[src/sv/wbps_pkg.sv]
// Package for the wildcard byte pattern search block.
// Holds the configuration bundle type, register indexes and fixed widths.
// No dependencies; used by every module of the block.
package wbps_pkg;

  // Width of the pattern length register and the number of pattern bytes it can name.
  localparam int unsigned LenW        = 5;
  localparam int unsigned PatBytes    = 16;
  localparam int unsigned PatWordW    = 64;
  localparam int unsigned CfgIndexW   = 2;
  localparam int unsigned ResultOffW  = 32;

  // A pattern byte with this value matches any data byte.
  localparam logic [7:0] WildcardByte = 8'h3F;

  // Register indexes on the configuration channel.
  localparam logic [CfgIndexW-1:0] RegPatternLength = 2'd0;
  localparam logic [CfgIndexW-1:0] RegPatternLow    = 2'd1;
  localparam logic [CfgIndexW-1:0] RegPatternHigh   = 2'd2;

  typedef struct packed {
    logic [LenW-1:0]     pattern_length;
    logic [PatWordW-1:0] pattern_low;
    logic [PatWordW-1:0] pattern_high;
  } pattern_cfg_t;

endpackage

[src/sv/wbps_cfg.sv]
// Configuration register file of the wildcard byte pattern search block.
// Decodes register writes into the pattern bundle; depends on wbps_pkg.
module wbps_cfg (
  input  logic                           clk_i,
  input  logic                           rst_ni,
  input  logic                           cfg_valid_i,
  output logic                           cfg_ready_o,
  input  logic [wbps_pkg::CfgIndexW-1:0] cfg_index_i,
  input  logic [wbps_pkg::PatWordW-1:0]  cfg_data_i,
  output wbps_pkg::pattern_cfg_t         cfg_o
);
  import wbps_pkg::*;

  pattern_cfg_t cfg_q, cfg_d;

  assign cfg_ready_o = 1'b1;

  always_comb begin
    cfg_d = cfg_q;
    if (cfg_valid_i) begin
      unique case (cfg_index_i)
        RegPatternLength: cfg_d.pattern_length = cfg_data_i[LenW-1:0];
        RegPatternLow:    cfg_d.pattern_low    = cfg_data_i;
        RegPatternHigh:   cfg_d.pattern_high   = cfg_data_i;
        default:          cfg_d                = cfg_q;
      endcase
    end
  end

  always_ff @(posedge clk_i or negedge rst_ni) begin
    if (!rst_ni) begin
      cfg_q.pattern_length <= LenW'(1);
      cfg_q.pattern_low    <= '0;
      cfg_q.pattern_high   <= '0;
    end else begin
      cfg_q <= cfg_d;
    end
  end

  assign cfg_o = cfg_q;

endmodule

[src/sv/wbps_match.sv]
// Parallel window comparator of the wildcard byte pattern search block.
// Clamps the pattern length and checks every pattern byte; depends on wbps_pkg.
module wbps_match #(
  parameter int unsigned MAX_PATTERN = 16
) (
  input  logic [7:0]                  win_i [MAX_PATTERN],
  input  wbps_pkg::pattern_cfg_t      cfg_i,
  output logic [wbps_pkg::LenW-1:0]   used_len_o,
  output logic                        match_o
);
  import wbps_pkg::*;

  localparam int unsigned SlotW = (MAX_PATTERN > 1) ? $clog2(MAX_PATTERN) : 1;

  logic [2*PatWordW-1:0] pat_bytes;
  logic [LenW-1:0]       used_len;
  logic [MAX_PATTERN-1:0] byte_ok;

  assign pat_bytes = {cfg_i.pattern_high, cfg_i.pattern_low};

  // Length 0 counts as 1, anything above the window depth counts as the depth.
  always_comb begin
    if (cfg_i.pattern_length == '0) begin
      used_len = LenW'(1);
    end else if (cfg_i.pattern_length > LenW'(MAX_PATTERN)) begin
      used_len = LenW'(MAX_PATTERN);
    end else begin
      used_len = cfg_i.pattern_length;
    end
  end

  // Pattern byte j lines up with the byte that arrived used_len-1-j items ago.
  always_comb begin
    logic [LenW-1:0] slot;
    logic [7:0]      pat;
    for (int unsigned j = 0; j < MAX_PATTERN; j++) begin
      slot = used_len - LenW'(1) - LenW'(j);
      pat  = pat_bytes[8*j +: 8];
      byte_ok[j] = (LenW'(j) >= used_len) || (pat == WildcardByte) ||
                   (pat == win_i[slot[SlotW-1:0]]);
    end
  end

  assign used_len_o = used_len;
  assign match_o    = &byte_ok;

endmodule

[src/sv/wildcard_byte_pattern_search.sv]
// Top level of the wildcard byte pattern search block.
// Holds the input stage, the region state and the result register;
// depends on wbps_pkg, wbps_cfg and wbps_match.
//
//  Channel   Direction  Signals                          Contents
//  --------  ---------  -------------------------------  -------------------------------
//  s_axis    in         tvalid tready tdata tuser tlast  region bytes, one per transaction
//  m_axis    out        tvalid tready tdata tuser        one result per region
//  cfg       in         valid ready index data           pattern length and pattern bytes
//
// One byte is accepted per cycle when the result side keeps up. A byte waits
// in the input register and is compared against the pattern over the whole
// window there; once it advances, its result appears on m_axis the cycle after.
// The comparator sits between the input register and the result register.
// Reset clears the window, the position, the done flag and both valid flags.
// When a result waits on m_axis and the sink stalls, the input register still
// takes one more byte; further bytes stall until the result is taken.
module wildcard_byte_pattern_search #(
  parameter int unsigned MAX_PATTERN = 16,
  parameter int unsigned OFFSET_BITS = 32
) (
  input  logic                            clk_i,
  input  logic                            rst_ni,
  // Input stream.
  input  logic                            s_axis_tvalid,
  output logic                            s_axis_tready,
  input  logic [7:0]                      s_axis_tdata,  // [7:0] data_byte
  input  logic                            s_axis_tuser,  // [0] first_byte
  input  logic                            s_axis_tlast,  // last_byte
  // Result stream.
  output logic                            m_axis_tvalid,
  input  logic                            m_axis_tready,
  output logic [wbps_pkg::ResultOffW-1:0] m_axis_tdata,  // [31:0] match_offset
  output logic                            m_axis_tuser,  // [0] found
  // Configuration writes.
  input  logic                            cfg_valid_i,
  output logic                            cfg_ready_o,
  input  logic [wbps_pkg::CfgIndexW-1:0]  cfg_index_i,
  input  logic [wbps_pkg::PatWordW-1:0]   cfg_data_i
);
  import wbps_pkg::*;

  // Input register.
  logic       in_valid_q;
  logic [7:0] in_data_q;
  logic       in_first_q, in_last_q;

  // Region state.
  logic [7:0]             win_q [MAX_PATTERN];
  logic [7:0]             win_d [MAX_PATTERN];
  logic [OFFSET_BITS-1:0] pos_q, pos_d, pos_base;
  logic                   done_q, done_d, done_base;

  // Result register.
  logic                  out_valid_q;
  logic                  out_found_q, out_found_d;
  logic [ResultOffW-1:0] out_offset_q, out_offset_d;

  pattern_cfg_t    cfg;
  logic [LenW-1:0] used_len;
  logic            window_match;
  logic            out_free, advance, active, hit, produce;
  logic [OFFSET_BITS-1:0] diff;
  logic [63:0]            diff_ext;

  wbps_cfg u_cfg (
    .clk_i      (clk_i),
    .rst_ni     (rst_ni),
    .cfg_valid_i(cfg_valid_i),
    .cfg_ready_o(cfg_ready_o),
    .cfg_index_i(cfg_index_i),
    .cfg_data_i (cfg_data_i),
    .cfg_o      (cfg)
  );

  // The result register frees up either when it is empty or when it is taken now.
  assign out_free      = !out_valid_q || m_axis_tready;
  assign advance       = in_valid_q && out_free;
  assign s_axis_tready = !in_valid_q || advance;

  // A first byte clears the region before the byte itself is taken.
  assign pos_base  = in_first_q ? '0 : pos_q;
  assign done_base = in_first_q ? 1'b0 : done_q;
  assign active    = !done_base;

  // Shifted window with the new byte in slot 0; a first byte clears the other slots.
  always_comb begin
    win_d[0] = in_data_q;
    for (int unsigned i = 1; i < MAX_PATTERN; i++) begin
      win_d[i] = in_first_q ? 8'h00 : win_q[i-1];
    end
  end

  // The byte position saturates at all ones.
  assign pos_d = (&pos_base) ? pos_base : pos_base + OFFSET_BITS'(1);

  wbps_match #(
    .MAX_PATTERN(MAX_PATTERN)
  ) u_match (
    .win_i     (win_d),
    .cfg_i     (cfg),
    .used_len_o(used_len),
    .match_o   (window_match)
  );

  // A window match only counts once enough bytes have arrived.
  assign hit      = window_match && (pos_d >= OFFSET_BITS'(used_len));
  assign diff     = pos_d - OFFSET_BITS'(used_len);
  assign diff_ext = 64'(diff);
  assign produce  = active && (hit || in_last_q);

  // A match on the last byte wins over the not-found result.
  assign out_found_d  = hit;
  assign out_offset_d = hit ? diff_ext[ResultOffW-1:0] : '0;
  assign done_d       = produce;

  always_ff @(posedge clk_i or negedge rst_ni) begin
    if (!rst_ni) begin
      in_valid_q <= 1'b0;
    end else if (s_axis_tready) begin
      in_valid_q <= s_axis_tvalid;
    end
  end

  always_ff @(posedge clk_i) begin
    if (s_axis_tready && s_axis_tvalid) begin
      in_data_q  <= s_axis_tdata;
      in_first_q <= s_axis_tuser;
      in_last_q  <= s_axis_tlast;
    end
  end

  always_ff @(posedge clk_i or negedge rst_ni) begin
    if (!rst_ni) begin
      for (int unsigned i = 0; i < MAX_PATTERN; i++) begin
        win_q[i] <= 8'h00;
      end
      pos_q  <= '0;
      done_q <= 1'b0;
    end else if (advance && active) begin
      win_q  <= win_d;
      pos_q  <= pos_d;
      done_q <= done_d;
    end
  end

  always_ff @(posedge clk_i or negedge rst_ni) begin
    if (!rst_ni) begin
      out_valid_q <= 1'b0;
    end else if (out_free) begin
      out_valid_q <= advance && produce;
    end
  end

  always_ff @(posedge clk_i) begin
    if (advance && produce) begin
      out_found_q  <= out_found_d;
      out_offset_q <= out_offset_d;
    end
  end

  assign m_axis_tvalid = out_valid_q;
  assign m_axis_tuser  = out_found_q;
  assign m_axis_tdata  = out_offset_q;

  // A region that is already finished gives no further result.
  assert property (@(posedge clk_i) disable iff (!rst_ni)
    (advance && !in_first_q && done_q) |-> !produce)
    else $error("result produced after the region was finished");

  // Every result issued closes the region.
  assert property (@(posedge clk_i) disable iff (!rst_ni)
    (advance && produce) |=> done_q)
    else $error("done flag not set after a result");

  // A not-found result always carries a zero offset.
  assert property (@(posedge clk_i) disable iff (!rst_ni)
    (m_axis_tvalid && !m_axis_tuser) |-> (m_axis_tdata == '0))
    else $error("not-found result with nonzero offset");

endmodule
[config.mk]
export PLATFORM = sky130hd
export DESIGN_NAME = wildcard_byte_pattern_search
export DESIGN_NICKNAME = d
export VERILOG_FILES = /design/src/sv/wbps_pkg.sv /design/src/sv/wbps_cfg.sv /design/src/sv/wbps_match.sv /design/src/sv/wildcard_byte_pattern_search.sv
export SDC_FILE = /design/constraint.sdc
export NUM_CORES = 1
export LEC_CHECK = 0
export ABC_AREA = 0
export BUFFER_PORTS_ARGS = -buffer_cell sky130_fd_sc_hd__buf_2
export CAP_MARGIN = 10
export CORE_MARGIN = 4
export CORE_UTILIZATION = 60
export CTS_BUF_LIST = sky130_fd_sc_hd__clkbuf_8
export CTS_CLUSTER_DIAMETER = 120
export CTS_CLUSTER_SIZE = 30
export DETAILED_ROUTE_END_ITERATION = 12
export GPL_TIMING_DRIVEN = 0
export PLACE_DENSITY = 0.79
export SLEW_MARGIN = 25
export SYNTH_ARGS = -nofsm -noshare
export SYNTH_HDL_FRONTEND = slang
export SYNTH_HIERARCHICAL = 1
export SYNTH_SLANG_ARGS = --single-unit
[constraint.sdc]
create_clock -name clk_i -period 8.52 [get_ports clk_i]
set_clock_uncertainty 0.05 [all_clocks]
set_input_delay 1.704 -clock clk_i [delete_from_list [all_inputs] [get_ports clk_i]]
set_output_delay 1.704 -clock clk_i [all_outputs]
set_load 0.03 [all_outputs]
==> metrics.yaml <==
post_drt_wl_per_cell_um: 28.77
worst_pin_slew_ns: 1.087
status: "finished, final reports clean"
cts_made_buffers: 15
row_count: 72
hold_viol: 0
dieWidth_um: 207.5
synth_top_area_share_pct: 30.06
max_slew_margin_pct: 26.87
ir_worst_vdd_v: 0.0001932
cts_buffer_depth: 3
wl_mm: 74.66
htree_levels: 1
comb_power_share_pct: 50.1
timing.rr.end: "m_axis_tdata[3]$_SDFFCE_PN0P_"
cap_violations: 0
drt_iter0_drc: 2019
synth_most_common_cell: "dfrtp_1"
finalSetupTns_ns: 0
reg2regPathDepth: 23
start_util_pct: 61.24
syn_inst: 1929
clock-sinks: 331
path_clk_slew_ns: 0.18
yosys.area.top_type: "dfrtp_1"
p_sw_share_pct: 41.85
grt_max_degree: 98
core_mm2: 0.03901
cts-root-buf: "clkbuf_8"
fill_cells: 2967
antenna_found_initial: 1
power_mw: 5.438
vias: 18010
cts_tree: "built"
synth_common_cells: "287 x dfrtp_1, 169 x mux4_2, 150 x mux2_2"
yosys_register_bits: 331
worstHoldPathType: "reg -> reg"
hold_buffers: 0
ioPinCount: 117
rsz0062_at_grt: "no"
cp.arrival_ns: 8.55
synth_edf_count: 43
min_to: "done_q$_DFFE_PN0P_"
place_hpwl_mm: 59.03
ys.flop_type: "dfrtp_1"
cp-end-kind: "register"
drive_gt1_share_pct: 34.46
clkPwrFrac_pct: 12.7
track_usage_pct: 34.24
register_area_mm2: 0.008499
min_from: "done_q$_DFFE_PN0P_"
critPathLaunchType: "register"
viasPerCell: 6.939
synth.distinct_cells: 87
synthToLayoutAreaGrowth_pct: 6.929
ant_nets: 0
syn_area_mm2: 0.02389
post-route-min-period_ns: 8.243
reg2reg_setup_slack_ns: 0.28
timing.final.crit_share_pct: 96.75
setup_violations: 0
drv_slew: 0
clk_latency_ns: 0.64
p_seq_share_pct: 37.2
gp_congestion: 1.034
grt_pass1_wl_mm: 113.5
p_switching_mw: 2.276
portBuffers: 115
crit_type: "reg -> reg"
required_ns: 8.83
p_leak_nw: 11.10
multi_input_area_mm2: 0.01459
p_per_area_mw_per_mm2: 212.9
worstReg2RegStart: "u_cfg/cfg_o[132]$_DFFE_PN0P_"
die_h_um: 207.5
intPower_mw: 3.162
grt-ovfl-total: 0
holdPathStages: 2
ys_warn_count: 6
synth_fp_nets: 2019
drc: 0
worstPathMaxFanout: 11
syn_avg_cell_area_um2: 12.38
nNetsFinal: 2156
synthArstFlopShare_pct: 87.01
grt_pass1_vias: 17710
ys_top_cells_by_area: "dfrtp_1 30%, mux4_2 16%, mux2_4 7.5%, mux2_2 7.1%, edfxtp_1 5.4%"
die_area_mm2: 0.04307
dr.pass1.iters: 6
yosysSeqAreaShare_pct: 35.58
fmax_ghz: 0.1213
[stage by stage]
| stage | std cells | utilization, % | cell area [µm²] | setup WS, ns | hold slack [ns] |
|---|---|---|---|---|---|
| 4_1_cts | 2594 | 65.41 | 25510 | 0.2532 | 0.4665 |
| 5_1_grt | 2594 | 65.48 | 25540 | 0.08785 | 0.4864 |
| 3_5_place_dp | 2568 | 64.68 | 25230 | 0.2727 | 0.4281 |
| 6_report | 2595 | 65.48 | 25540 | 0.2768 | 0.4618 |
| 2_1_floorplan | 1929 | - | 23890 | 0.8835 | 0.3988 |
| 3_3_place_gp | 2562 | 64.38 | 25110 | -1.857 | 0.4162 |
[cell usage in the layout (no fill, tap or decap), drive strengths merged, types with 7 or more instances in the layout]
| cell | count |
|---|---|
| nor4 | 57 |
| ha | 8 |
| edfxtp | 43 |
| nand3b | 7 |
| xor2 | 109 |
| a22oi | 29 |
| buf | 188 |
| inv | 28 |
| a211oi | 9 |
| o21ai | 26 |
| a221oi | 22 |
| mux2i | 101 |
| nand4 | 48 |
| mux2 | 270 |
| mux4 | 172 |
| nand2 | 88 |
| nand3 | 48 |
| o41ai | 7 |
| a21oi | 33 |
| nor2b | 140 |
| nor2 | 63 |
| clkbuf | 84 |
| nor3 | 21 |
| nand2b | 7 |
| xnor2 | 58 |
| o31ai | 8 |
| or3 | 8 |
| dfrtp | 287 |
| a22o | 18 |
[area by class of cell]
cell class,count,share of cell area [%]
Antenna cell,2,0.01959
Buffer,136,2.929
Clock buffer,15,0.8082
Clock inverter,11,0.2939
Inverter,20,0.3037
Multi-Input combinational cell,1441,57.13
Sequential cell,331,33.27
Tap cell,518,2.537
Timing Repair Buffer,121,2.704
[worst max-delay path by stage]
| stage | startpoint | to | slack, ns | depth (start not counted) |
|---|---|---|---|---|
| after floorplan | u_cfg/cfg_o[131]$_DFFE_PN0P_ | m_axis_tdata[0]$_SDFFCE_PN0P_ | 0.88 | 20 |
| after global placement | u_cfg/cfg_o[132]$_DFFE_PN0P_ | m_axis_tdata[3]$_SDFFCE_PN0P_ | -1.86 | 20 |
| after detailed placement | in_first_q$_DFFE_PP_ | m_axis_tuser$_DFFE_PP_ | 0.27 | 20 |
| after CTS | in_first_q$_DFFE_PP_ | m_axis_tdata[1]$_SDFFCE_PN0P_ | 0.25 | 20 |
| after global routing | u_cfg/cfg_o[131]$_DFFE_PN0P_ | m_axis_tdata[6]$_SDFFCE_PN0P_ | 0.09 | 22 |
| final | u_cfg/cfg_o[132]$_DFFE_PN0P_ | m_axis_tdata[3]$_SDFFCE_PN0P_ | 0.28 | 23 |
[critical path, cell delays in order (launching register included)]
cell and delay [ns]:
dfrtp_1 0.39, buf_4 0.20, inv_2 0.15, a21oi_4 0.47
buf_2 0.48, buf_2 0.40, ha_1 0.19, buf_2 0.15
buf_2 0.37, clkbuf_1 0.71, clkbuf_2 0.49, mux4_2 0.44
a22oi_1 0.18, nand2_1 0.13, xor2_1 0.16, a2111oi_0 0.33
a211oi_1 0.32, a2111oi_0 0.41, and4_1 0.64, nor2_1 0.19
nor3_2 0.38, buf_4 0.28, buf_4 0.22, buf_4 0.21
[power by group through the flow]
stage / combinational, mW / sequential (mW) / clock [mW]
final: 2.72 / 2.02 / 0.692
after global routing: 2.87 / 2.05 / 0.758
after CTS: 2.67 / 2.02 / 0.712
after detailed placement: 2.67 / 2.05 / 0
after global placement: 2.60 / 2.04 / 0
after floorplan: 1.94 / 2.01 / 0
[layer usage]
metal	part of all wire (%)	GRT usage, %
met5	0	0
met4	6.2	15.80
met1	39	47.40
met3	11	8.508
met2	44	51.47
[timing repair]
item	in CTS	in global routing
setup buffers	0	0
resized for setup	0	9
endpoints found under the setup margin	0	20
[cells by family after synthesis]
kind of cell,share of synthesized area [%]
XOR/XNOR,6.154
multiplexers,35.11
buffers and inverters,3.446
other,0.01570
adder cells (fa/ha/maj),0.5028
AND/OR/NAND/NOR,12.99
AO/OA/AOI/OAI,6.202
flip-flops,35.58
[sequential cells by signal (all words and copies together), names as in the netlist, 8 cells and up]
name          flops
u_cfg/cfg_o     133
win_q           120
m_axis_tdata     32
pos_q            32
in_data_q         8
No activity file was read; power rests on OpenSTA's default activity.
